File: src/design/cls_pkg.sv
// cls_pkg: shared constants and types for the compacting list store.
// Used by cls_ctrl, cls_dp and compacting_list_store_top. No dependencies.
package cls_pkg;

	localparam int DEPTH_DEF = 16;

	localparam int CMD_W    = 2;
	localparam int POS_W    = 4;
	localparam int HANDLE_W = 32;
	localparam int STATUS_W = 2;
	localparam int COUNT_W  = 5;
	localparam int CAP_W    = 5;

	localparam logic [CAP_W-1:0] CAP_RESET = 5'd16;

	// command codes
	localparam logic [CMD_W-1:0] CMD_APPEND = 2'd0;
	localparam logic [CMD_W-1:0] CMD_REMOVE = 2'd1;
	localparam logic [CMD_W-1:0] CMD_PEEK   = 2'd2;

	// status codes
	localparam logic [STATUS_W-1:0] ST_OK      = 2'd0;
	localparam logic [STATUS_W-1:0] ST_INVALID = 2'd1;
	localparam logic [STATUS_W-1:0] ST_FULL    = 2'd2;

	// controller -> datapath
	typedef struct packed {
		logic                append_en;
		logic                remove_en;
		logic                read_en;
		logic                load_en;
		logic [STATUS_W-1:0] status;
	} cls_cmd_t;

	// datapath -> controller
	typedef struct packed {
		logic pos_valid;
		logic full;
		logic handle_null;
	} cls_stat_t;

endpackage

File: src/design/cls_ctrl.sv
// cls_ctrl: command decode and result strobe for the compacting list store.
// Depends on cls_pkg; drives cls_dp through cls_cmd_t.
module cls_ctrl
	import cls_pkg::*;
(
	input  logic             clk,
	input  logic             arst_n,
	input  logic             start,
	input  logic [CMD_W-1:0] command,
	input  cls_stat_t        stat,
	output cls_cmd_t         cmd,
	output logic             busy,
	output logic             done
);

	localparam logic ST_IDLE = 1'b0;
	localparam logic ST_RESP = 1'b1;

	logic state_q;
	logic accept;

	// every command completes in the accepting cycle
	assign busy   = 1'b0;
	assign accept = start && !busy;

	always_comb begin
		cmd           = '0;
		cmd.load_en   = accept;
		cmd.status    = ST_INVALID;
		if (accept) begin
			unique case (command)
				CMD_APPEND: begin
					if (stat.handle_null) begin
						cmd.status = ST_INVALID;
					end else if (stat.full) begin
						cmd.status = ST_FULL;
					end else begin
						cmd.status    = ST_OK;
						cmd.append_en = 1'b1;
					end
				end
				CMD_REMOVE: begin
					if (stat.pos_valid) begin
						cmd.status    = ST_OK;
						cmd.remove_en = 1'b1;
						cmd.read_en   = 1'b1;
					end
				end
				CMD_PEEK: begin
					if (stat.pos_valid) begin
						cmd.status  = ST_OK;
						cmd.read_en = 1'b1;
					end
				end
				default: begin
					cmd.status = ST_INVALID;
				end
			endcase
		end
	end

	always_ff @(posedge clk or negedge arst_n) begin
		if (!arst_n) begin
			state_q <= ST_IDLE;
		end else begin
			state_q <= accept ? ST_RESP : ST_IDLE;
		end
	end

	assign done = (state_q == ST_RESP);

endmodule

File: src/design/cls_dp.sv
// cls_dp: slot registers, entry count, capacity register and result registers.
// Depends on cls_pkg; controlled by cls_ctrl through cls_cmd_t.
module cls_dp
	import cls_pkg::*;
#(
	parameter int DEPTH = DEPTH_DEF
) (
	input  logic                clk,
	input  logic                arst_n,
	input  logic                cfg_we,
	input  logic [CAP_W-1:0]    cfg_wdata,
	input  logic [POS_W-1:0]    slot_index,
	input  logic [HANDLE_W-1:0] handle_in,
	input  cls_cmd_t            cmd,
	output cls_stat_t           stat,
	output logic [STATUS_W-1:0] status,
	output logic [HANDLE_W-1:0] handle_out,
	output logic [COUNT_W-1:0]  count
);

	localparam int CW   = $clog2(DEPTH + 1);
	localparam int AW   = $clog2(DEPTH);
	localparam int PW   = (CW > POS_W) ? CW : POS_W;
	localparam int FW   = (CW > CAP_W) ? CW : CAP_W;
	localparam logic [FW-1:0] DEPTH_F = FW'(DEPTH);

	logic [HANDLE_W-1:0] slots_q [DEPTH];
	logic [CW-1:0]       count_q;
	logic [CAP_W-1:0]    cap_q;
	logic [CW-1:0]       count_nxt;
	logic [PW-1:0]       pos_p;
	logic [PW-1:0]       count_p;
	logic [FW-1:0]       count_f;
	logic [AW-1:0]       rd_addr;
	logic [AW-1:0]       wr_addr;
	logic [STATUS_W-1:0] status_q;
	logic [HANDLE_W-1:0] handle_q;
	logic [COUNT_W-1:0]  count_out_q;

	assign pos_p   = PW'(slot_index);
	assign count_p = PW'(count_q);
	assign count_f = FW'(count_q);
	// pos < count <= DEPTH whenever the address is used, so the dropped bits are zero
	assign rd_addr = pos_p[AW-1:0];
	assign wr_addr = count_p[AW-1:0];

	assign stat.pos_valid   = pos_p < count_p;
	// full against min(capacity, DEPTH)
	assign stat.full        = (count_f >= FW'(cap_q)) || (count_f >= DEPTH_F);
	assign stat.handle_null = (handle_in == '0);

	always_comb begin
		count_nxt = count_q;
		if (cmd.append_en) begin
			count_nxt = count_q + CW'(1);
		end else if (cmd.remove_en) begin
			count_nxt = count_q - CW'(1);
		end
	end

	always_ff @(posedge clk or negedge arst_n) begin
		if (!arst_n) begin
			count_q <= '0;
			cap_q   <= CAP_RESET;
		end else begin
			count_q <= count_nxt;
			if (cfg_we) begin
				cap_q <= cfg_wdata;
			end
		end
	end

	// each slot takes the appended handle, its upper neighbor on a remove, or holds
	for (genvar i = 0; i < DEPTH; i++) begin : g_slot
		localparam int NXT = (i + 1 < DEPTH) ? i + 1 : i;
		logic shift_in;
		assign shift_in = cmd.remove_en && (PW'(i) >= pos_p) && (PW'(i + 1) < count_p);
		always_ff @(posedge clk) begin
			if (cmd.append_en && (wr_addr == AW'(i))) begin
				slots_q[i] <= handle_in;
			end else if (shift_in) begin
				slots_q[i] <= slots_q[NXT];
			end
		end
	end

	always_ff @(posedge clk) begin
		if (cmd.load_en) begin
			status_q    <= cmd.status;
			handle_q    <= cmd.read_en ? slots_q[rd_addr] : '0;
			count_out_q <= COUNT_W'(count_nxt);
		end
	end

	assign status     = status_q;
	assign handle_out = handle_q;
	assign count      = count_out_q;

endmodule

File: src/design/compacting_list_store_top.sv
// compacting_list_store_top: top level of the compacting list store.
// Depends on cls_pkg, cls_ctrl and cls_dp.

// A bounded ordered list of nonzero 32-bit handles kept densely in slots
// 0..count-1. Pulse start with command, slot_index and handle_in; busy is
// always low, so a command is taken on every clock that start is high and
// each one completes as it is taken: the slot registers, count and result are
// updated at the accepting edge (compaction is a per-slot select of self or
// upper neighbor). The result beat (status, handle_out, count) is shown in
// the cycle after acceptance with done high; it cannot be held off, so
// capture it then. Commands: append (null handle -> invalid, no room -> full),
// remove at position (returns the handle and closes the gap), peek at
// position; a position at or past count or an unused code reports invalid.
// handle_out is zero unless a remove or peek succeeds. capacity (cfg_we /
// cfg_wdata, reset 16) limits appends to min(capacity, DEPTH) entries; write
// it only while no command is in flight. Reset empties the list.
module compacting_list_store_top
	import cls_pkg::*;
#(
	parameter int DEPTH = DEPTH_DEF
) (
	input  logic                clk,
	input  logic                arst_n,
	input  logic                cfg_we,
	input  logic [CAP_W-1:0]    cfg_wdata,
	input  logic                start,
	input  logic [CMD_W-1:0]    command,
	input  logic [POS_W-1:0]    slot_index,
	input  logic [HANDLE_W-1:0] handle_in,
	output logic                busy,
	output logic                done,
	output logic [STATUS_W-1:0] status,
	output logic [HANDLE_W-1:0] handle_out,
	output logic [COUNT_W-1:0]  count
);

	cls_cmd_t  cmd;
	cls_stat_t stat;

	cls_ctrl u_ctrl (
		.clk     (clk),
		.arst_n  (arst_n),
		.start   (start),
		.command (command),
		.stat    (stat),
		.cmd     (cmd),
		.busy    (busy),
		.done    (done)
	);

	cls_dp #(
		.DEPTH (DEPTH)
	) u_dp (
		.clk        (clk),
		.arst_n     (arst_n),
		.cfg_we     (cfg_we),
		.cfg_wdata  (cfg_wdata),
		.slot_index (slot_index),
		.handle_in  (handle_in),
		.cmd        (cmd),
		.stat       (stat),
		.status     (status),
		.handle_out (handle_out),
		.count      (count)
	);

	// every accepted command gives a result beat in the next cycle
	a_beat_follows: assert property (@(posedge clk) disable iff (!arst_n)
		start && !busy |=> done)
		else $error("no result beat after an accepted command");

	// failed commands never return a handle (appends return zero too, unchecked here)
	a_fail_no_handle: assert property (@(posedge clk) disable iff (!arst_n)
		done && (status != ST_OK) |-> handle_out == '0)
		else $error("handle returned on a failed command");

	// a null append taken while done is high is rejected and leaves the count alone
	a_null_append: assert property (@(posedge clk) disable iff (!arst_n)
		start && !busy && (command == CMD_APPEND) && (handle_in == '0) && done
		|=> done && (status == ST_INVALID) && $stable(count))
		else $error("null append not rejected");

	// a peek taken while done is high does not change the count, whether or not it succeeds
	a_peek_stable: assert property (@(posedge clk) disable iff (!arst_n)
		start && !busy && (command == CMD_PEEK) && done
		|=> $stable(count))
		else $error("peek changed the count");

endmodule
File: config.mk
export PLATFORM = sky130hd
export DESIGN_NAME = compacting_list_store_top
export DESIGN_NICKNAME = d
export VERILOG_FILES = /design/src/design/cls_pkg.sv /design/src/design/cls_ctrl.sv /design/src/design/cls_dp.sv /design/src/design/compacting_list_store_top.sv
export SDC_FILE = /design/constraint.sdc
export NUM_CORES = 1
export LEC_CHECK = 0
export BUFFER_PORTS_ARGS = -buffer_cell sky130_fd_sc_hd__buf_4
export CORE_MARGIN = 4
export CORE_UTILIZATION = 60
export CTS_BUF_LIST = sky130_fd_sc_hd__clkbuf_8 sky130_fd_sc_hd__clkbuf_16
export DETAILED_ROUTE_END_ITERATION = 8
export GPL_ROUTABILITY_DRIVEN = 0
export PLACE_DENSITY_LB_ADDON = 0.2
export SLEW_MARGIN = 15
export SYNTH_ARGS = -nofsm -noshare
export SYNTH_HDL_FRONTEND = slang
export SYNTH_HIERARCHICAL = 1
export SYNTH_SLANG_ARGS = --single-unit
File: constraint.sdc
create_clock -name clk -period 15.6 [get_ports clk]
set_input_delay 2.34 -clock clk [delete_from_list [all_inputs] [get_ports clk]]
set_output_delay 2.34 -clock clk [all_outputs]
set_load 0.01 [all_outputs]
After elaboration in Yosys (flattened, before gate mapping)
Memories as Yosys holds them, arrays and structs flattened. A register that Yosys moved wholly into a read port is not among the register bits.
Cells that the tools add are included.
- add/subtract/negate cells: 2
- muxes and demuxes: 111
- eq/ne operators: 17
- reduce and logical (&&, ||, !) cells: 54
- $lt $le $gt $ge: 35
- bitwise gates (word level): 16
- operator list (operator ; count):
    32-bit 2-to-1 mux ; 16
    1-bit 2-to-1 mux ; 87
    1-bit logical AND ; 48
    4-bit by 5-bit < comparator with 1-bit output, first input constant ; 8
    4-bit equality test, second input constant ; 8
    4-bit >= comparator, first input constant ; 8
    32-bit zero test ; 1
    3-bit by 5-bit < comparator with 1-bit output, first input constant ; 4
    4-bit by 3-bit equality test with 1-bit output, second input constant ; 4
    3-bit by 4-bit >= comparator with 1-bit output, first input constant ; 4
    1-bit OR ; 16
    2-bit by 5-bit < comparator with 1-bit output, first input constant ; 2
    5-bit 2-to-1 mux ; 2
    4-bit by 2-bit equality test with 1-bit output, second input constant ; 2
    1-bit by 4-bit >= comparator with 1-bit output, first input constant ; 2
    2-bit by 4-bit >= comparator with 1-bit output, first input constant ; 2
    2-bit 2-to-1 mux ; 3
    5-bit by 1-bit adder with 5-bit output, second input constant ; 1
    5-bit >= comparator ; 1
    5-bit >= comparator, second input constant ; 1
    1-bit by 5-bit < comparator with 1-bit output, first input constant ; 1
    4-bit by 5-bit < comparator with 1-bit output ; 1
    5-bit < comparator, first input constant ; 1
    5-bit by 1-bit subtractor with 5-bit output, second input constant ; 1
    other kinds (11) ; 11
- RAM bits: 512
- bits of input ports: 47
- flip-flop bits (word level): 18
- memories: 1
- memories (memory ; depth ; width ; read ports ; clocked after Yosys merged registers in ; wr ports ; line ; RTL):
    u_dp.slots_q ; 16 ; 32 ; 16 ; 1 ; 16 ; cls_dp.sv:27 ; logic [HANDLE_W-1:0] slots_q [DEPTH];

Longest topological paths before layout
Gate-level depths: netlist of the first run.
- depth in word-level cells: 12
- mapped depth: 14
- depth with buffers taken out: 11

Hierarchy
Netlist of the first run, hierarchy kept.
- by module, submodules not included (module ; instances ; cells each ; area each (µm²)):
    cls_dp ; 1 ; 1716 ; 28337.2
    cls_ctrl ; 1 ; 17 ; 155.1

Worst setup path after synthesis of the first run
No wires, ideal clock.
- path type: input to register
- start: input port slot_index[0]
- end: memory u_dp.slots_q[3][0], enable pin
- required time: 15.128 ns
- slack: 8.816 ns
- arrival time: 6.312 ns
- stages: 10
- setup time: 0.472 ns
- cell sequence: buf_2 -> buf_4 -> nand2b_1 -> a21o_1 -> a211o_1 -> o211ai_1 -> and3_2 -> nand2b_1 -> buf_2 -> o32ai_1
- RTL lines (item ; line ; RTL):
    start, declared ; compacting_list_store_top.sv:28 ; input logic [POS_W-1:0] slot_index,
    end, declared ; cls_dp.sv:27 ;

==> metrics.md, run 1 <==
| Metric | Value |
|---|---|
| #FFs+latches synth | `approximately 560` |
| Status | `complete, no violations` |
| CTS Buf Count | `57` |
| Switching Share | `26.41%` |
| Syn nets | `1795` |
| Worst min-delay path class | `register to register` |
| Ys Warns | `6` |
| Post-placement setup slack | `8.836 ns` |
| Postcts setup bufs | `0` |
| DP Area | `slightly below 30000 µm²` |
| DR iter-0 viols | `between 1.5k and 2k` |
| Final wirelength | `approximately 75000 µm` |
| Max Cap Violations | `0` |
| Post-route clock period utilization | `37.98%` |
| Leading area contributor after synthesis | `edfxtp_1` |
| Hold Path End | `u_dp/cap_q[0]` |
| TNS Setup | `0 ns` |
| Clock sinks | `562` |
| Overall Global Routing Usage | `between 20% and 30%` |
| CTS tree | `yes` |
| Max frequency | `168.8 MHz` |
| # rows | `79` |
| Hold depth | `1` |
| Hold Vio Cnt, Final | `0` |
| CP Launch Type | `primary input` |
| Synth top area cells | `edfxtp_1 58%, mux2_2 14%, mux4_2 5.1%` |
| Nets | `1825` |
| Synth Cell Area | `28490 µm²` |
| Final worst path period need | `5.925 ns` |
| Worst path bufs/invs | `1` |
| Reg-to-Reg End | `u_dp/slots_q[5][0]` |
| Largest net degree at the start of global routing | `between 60 and 70` |
| Drt wl/cell | `30.91 µm` |
| R2R Setup Slk | `approximately 10 ns` |
| Via density per instance | `roughly 7` |
| Hold buffer count at cts | `0` |
| Pre-antenna DRT Iters | `6` |
| Cts repair resizes | `0` |
| Syn Area/Cell | `between 15 and 20 µm²` |
| Synth top area share | `roughly three fifths` |
| Slew at the pin with the worst max-slew slack | `1.250 ns` |
| Vias in the first global route | `16.59k` |
| Max Root-Sink Buffers | `3` |
| Grt ovf | `0` |
| Setup crit end kind | `register` |
| RSZ-0062 raised after global routing | `no` |
| Crit path DAT | `6.27 ns` |
| Peak supply drop | `0.00009618 V` |
| Internal power | `2.760 mW` |
| Post-DP HPWL | `42340 µm` |
| Clock transition at path regs | `0.06 ns` |
| Die Footprint | `51040 µm²` |
| ANT nets after route | `0` |
| R2R depth | `9` |
| Core area | `~47000 µm²` |
| CP required | `15.95 ns` |
| Die extent in x | `approximately 230 µm` |
| Fillers | `3206` |
| Post-route DRC | `0` |
| Post-route clock skew | `0.02925 ns` |
| Root Driver | `clkbuf_16` |
| Gate power share | `between 15 and 20%` |
| CP Depth | `10` |
| Async SR Flop Fraction | `1.957%` |
| Flop pwr share | `49.2%` |
| Reg-to-Reg Start | `u_dp/count_f[3]` |
| Max-slew headroom | `between 10% and 20%` |
| Port Buffers | `86` |
| Slowest stage delay, CP | `1.01 ns` |
| Worst setup margin | `9.675 ns` |
| Synth Instances | `around 1.7k` |
| Post-Layout Cell Count | `2415` |
| Area grow syn2layout | `10.07%` |
| Clock Power Share | `35.0%` |
| Top FF cell, synth | `edfxtp_1` |
| Hold_sp | `u_dp/cap_q[0]` |
| Critical path cell sequence | `buf_4 -> ha_1 -> a21o_1 -> a211o_1 -> o211ai_1 -> and3_2 -> nand2b_1 -> nor2_1 -> o21a_2 -> mux2_2` |
| Number of I/O pins | `88` |
| Final Max Tran Viols | `0` |
| Max stage delay cell, worst path | `o21a_2` |
| LEAKAGE | `~11 nW` |
| Share of cells above drive strength 1 | `41.58%` |
| Top delay family on crit path | `compound AO/OA/AOI/OAI gates` |
| Most frequent cells in the layout | `551 x edfxtp_1, 345 x mux2_2, 128 x mux2i_1, 119 x buf_4, 96 x a22oi_1` |
| CP Max Fanout | `32` |
| Initial antenna violation count | `13` |
| Worst Path Class, Setup | `primary input to register` |
| Endpoints failing setup | `0` |
| Placed cells | `approximately 2.3k` |
| Number of synthesized flops with an enable pin | `551` |
| NetSw | `0.9904 mW` |
| Via Count | `about 16k` |
| Clock latency on the worst-skew pair | `0.63 ns` |
| Post-synth cell types | `72` |
| First-pass GRT wire length | `roughly 110000 µm` |
| Initial Utilization | `60.94%` |
| Power Dens Cells | `119.6 nW/µm²` |
| Die height | `225.9 µm` |
| H-Tree Depth | `2` |
| Most common cell after layout, fill and taps aside | `edfxtp_1` |
| Fin area | `31360 µm²` |
| Seq/Total Area, Yosys | `approximately three fifths` |
==> worst reg2reg max path, delay by kind of cell (launching register included) <==
kind	cells	cell delay, ns
simple gates	4	2.08
compound gates	3	1.33
flops	1	0.68
buf+inv	1	0.62
mux	1	0.40
==> metal layers <==
layer / part of all wire [%] / track usage, %
met3: 8.8 / 7.201
met4: 3.0 / 8.022
met5: 0.14 / 0
met2: 48 / 47.01
met1: 40 / 40.28
==> stage by stage <==
stage | hold slack (ns) | utilization, % | power, mW
global route | 0.5654 | 67.07 | 3.872
CTS | 0.5477 | 67.04 | 3.759
finish | 0.5350 | 67.08 | 3.751
global placement | 0.5098 | 63.25 | 2.437
floorplan | 0.4799 | - | 2.255
detailed placement | 0.5303 | 63.25 | 2.455
==> cell type report <==
type | count | area, µm² | share of cell area [%]
Antenna cell | 2 | 5.005 | 0.01596
Clock buffer | 63 | 1520 | 4.847
Clock inverter | 39 | 250.2 | 0.7979
Inverter | 12 | 45.04 | 0.1436
Multi-Input combinational cell | 1009 | 11040 | 35.19
Sequential cell | 562 | 16820 | 53.64
Tap cell | 607 | 759.5 | 2.422
Timing Repair Buffer | 121 | 923.4 | 2.944
==> synth_stat cells, drive strengths merged (4+ instances only) <==
library cell / number
inv: 12
nor3: 4
a21oi: 13
o21ai: 50
buf: 91
clkbuf: 59
nand2: 52
mux2i: 128
mux2: 481
edfxtp: 551
a21o: 5
mux4: 64
nand3: 10
a22oi: 96
nand2b: 6
dfrtp: 10
xnor2: 4
nor2: 16
o211ai: 4
o22ai: 5
ha: 15
nor4: 8
a31oi: 4
==> state kept, by name, indices dropped and copies added (netlist names) <==
| name | flops |
|---|---|
| u_dp/slots_q | 512 |
| u_ctrl/done | 1 |
| u_dp/count_f | 5 |
| u_dp/cap_q | 5 |
| u_dp/status | 2 |
| u_dp/count | 5 |
| u_dp/handle_out | 32 |
==> worst max-delay path by stage <==
stage               slack [ns]                   end           from
CTS                       9.47  u_dp/slots_q[13][24]  handle_in[14]
global placement          8.98  u_dp/slots_q[13][19]  handle_in[14]
global route              9.54    u_dp/slots_q[1][9]  slot_index[1]
detailed placement        8.84  u_dp/slots_q[13][11]  handle_in[14]
finish                    9.67   u_dp/slots_q[4][17]  slot_index[1]
floorplan                 8.82    u_dp/slots_q[3][0]  slot_index[0]
==> power by group through the flow <==
| stage | Sequential, mW | Combinational [mW] | Clock [mW] |
|---|---|---|---|
| 6_report | 1.85 | 0.590 | 1.31 |
| 5_1_grt | 1.86 | 0.621 | 1.40 |
| 4_1_cts | 1.84 | 0.582 | 1.33 |
| 3_5_place_dp | 1.87 | 0.580 | 0 |
| 3_3_place_gp | 1.87 | 0.567 | 0 |
| 2_1_floorplan | 1.84 | 0.410 | 0 |
==> kinds of logic after synthesis <==
group / share of synthesized area (%)
mux: 29.75
xor+xnor: 0.1229
simple gates: 2.152
flops: 59.04
buf+inv: 3.175
fa+ha+maj: 0.6587
other cells: 0.01316
compound gates: 5.085
Power figures use the tool's default switching activity.
==> run 2, diff against run 1 <==
clock period = 5.5 ns   (was 15.6 ns; I/O delays follow)
==> run 2 against run 1 <==
  * Routed wire length increased by 0.98%
  * Critical path depth increased by 1
  * Via count increased by 0.65%
  * Total power increased to 2.8 times the previous value
  * Sequential share of layout area decreased by 0.41 points
  * Hold slack got worse by 0.50 ns
  * Sequential cell count unchanged
  * Register-to-register slack got worse by 9.6 ns
  * Clock power increased to 2.8 times the previous value
  * Count of clock-buffer cells in the layout decreased by 4
  * Die area unchanged
  * Cell count increased by 0.87%
  * Highest routed layer unchanged
==> metrics.md, run 2 (synthesis results as in run 1) <==
| Metric | Value |
|---|---|
| TNS Setup | `0 ns` |
| CTS tree | `yes` |
| Clock sinks | `562` |
| Largest register FFs | `512` |
| Drt wl/cell | `30.94 µm` |
| Post-route clock skew | `0.02037 ns` |
| Die height | `225.9 µm` |
| Via Count | `16.54k` |
| Post-DP HPWL | `45050 µm` |
| Overall Global Routing Usage | `between 20% and 30%` |
| Root Driver | `clkbuf_16` |
| CP Launch Type | `register` |
| Nets | `1842` |
| Clock transition at path regs | `0.06 ns` |
| ANT nets after route | `0` |
| Max Root-Sink Buffers | `3` |
| Cts repair resizes | `0` |
| Most common cell after layout, fill and taps aside | `edfxtp_1` |
| Switching Share | `26.44%` |
| Max frequency | `roughly 210 MHz` |
| Hold Vio Cnt, Final | `0` |
| Share of cells above drive strength 1 | `a little over two fifths` |
| Final worst path period need | `between 4 and 5 ns` |
| Die extent in x | `225.9 µm` |
| H-Tree Depth | `2` |
| Internal power | `7.819 mW` |
| Slew at the pin with the worst max-slew slack | `1.269 ns` |
| Status | `complete, no violations` |
| Initial antenna violation count | `12` |
| Fillers | `3200` |
| Worst min-delay path class | `primary input to asynchronous set/reset pin` |
| Largest net degree at the start of global routing | `118` |
| Initial Utilization | `between 60 and 70%` |
| Power Dens Cells | `336.4 nW/µm²` |
| Crit path DAT | `between 5 and 6 ns` |
| CP required | `~5.9 ns` |
| Die Footprint | `51040 µm²` |
| Final Max Tran Viols | `0` |
| Final wirelength | `75380 µm` |
| CP Max Fanout | `20` |
| CTS Buf Count | `58` |
| Clock latency on the worst-skew pair | `about 0.63 ns` |
| LEAKAGE | `11.24 nW` |
| Post-placement setup slack | `between 0.8 and 0.9 ns` |
| Grt ovf | `0` |
| Clock Power Share | `a little over a third` |
| Largest reg by FF count | `u_dp/slots_q` |
| Max-slew headroom | `15.23%` |
| Peak supply drop | `0.0002810 V` |
| First-pass GRT wire length | `roughly 110000 µm` |
| Core area | `between 40000 and 50000 µm²` |
| Via density per instance | `between 6 and 7` |
| Vias in the first global route | `16.82k` |
| Endpoints failing setup | `0` |
| # rows | `79` |
| Setup crit end kind | `register` |
| DR iter-0 viols | `1779` |
| RSZ-0062 raised after global routing | `no` |
| Flop pwr share | `49.0%` |
| Postcts setup bufs | `0` |
| NetSw | `2.810 mW` |
| Max Cap Violations | `0` |
| Port Buffers | `86` |
| Number of I/O pins | `just under 90` |
| Gate power share | `between 15 and 20%` |
| Worst setup margin | `0.6944 ns` |
| Pre-antenna DRT Iters | `5` |
| Post-route clock period utilization | `87.37%` |
| Post-route DRC | `0` |
| Area grow syn2layout | `10.91%` |
| Hold buffer count at cts | `0` |
| Worst Path Class, Setup | `register to register` |
| Most frequent cells in the layout | `551 x edfxtp_1, 345 x mux2_2, 128 x mux2i_1, 125 x buf_4, 96 x a22oi_1` |
## run 2: routing by layer
layer / track usage, % / vias up / wire [µm]
met4: 9.306 / 14 / 2402
met3: 7.331 / 174 / 7044
li1: - / 7004 / -
met5: 0 / - / 103
met1: 39.17 / 8554 / 29380
met2: 48.39 / 790 / 36450
## run 2: worst paths after layout
path	startpoint	to	slack, ns	cells after the start
min reg2reg	u_dp/cap_q[4]	u_dp/cap_q[4]	0.53	2
max	u_dp/count_f[1]	u_dp/slots_q[8][20]	0.69	11
min in group clk	cfg_we	u_dp/cap_q[4]	0.43	2
min	arst_n	u_dp/cap_q[1]	0.04	1
max in group asynchronous	arst_n	u_dp/cap_q[4]	5.24	1
max reg2reg	u_dp/count_f[1]	u_dp/slots_q[8][20]	0.69	11
## run 2: cell type report
cell class,instances,area (µm²),area share [%]
Tap cell,607,759.5,2.403
Antenna cell,1,2.502,0.007919
Clock inverter,49,286.5,0.9067
Multi-Input combinational cell,1009,11040,34.92
Inverter,12,45.04,0.1425
Sequential cell,562,16820,53.23
Timing Repair Buffer,137,1174,3.714
Clock buffer,59,1476,4.672
## run 2: critical path: stages (launching register included)
cell	delay (ns)
dfrtp_1	0.75
inv_1	0.23
ha_1	0.28
or3_1	0.40
a21oi_1	0.14
o21ai_0	0.12
and4bb_1	0.55
nand2_1	0.33
o21ai_0	0.16
a31o_2	0.88
buf_4	0.38
mux2_4	0.32
## run 2: power groups by stage
stage | Clock, mW | Sequential (mW) | Combinational [mW]
finish | 3.69 | 5.21 | 1.73
floorplan | 0 | 5.23 | 1.16
detailed placement | 0 | 5.29 | 1.71
global placement | 0 | 5.28 | 1.68
CTS | 3.74 | 5.20 | 1.71
global route | 3.93 | 5.23 | 1.83
## run 2: stage by stage
| step | cell area [µm²] | hold WS [ns] | cells | utilization [%] | power (mW) |
|---|---|---|---|---|---|
| CTS | 31600 | 0.01471 | 2435 | 67.59 | 10.66 |
| detailed placement | 29840 | 0.5237 | 2327 | 63.82 | 6.998 |
| floorplan | 28490 | 0.4799 | 1733 | - | 6.395 |
| global placement | 29840 | 0.5135 | 2327 | 63.82 | 6.957 |
| global route | 31600 | 0.01776 | 2435 | 67.59 | 10.99 |
| finish | 31600 | 0.03671 | 2436 | 67.59 | 10.63 |
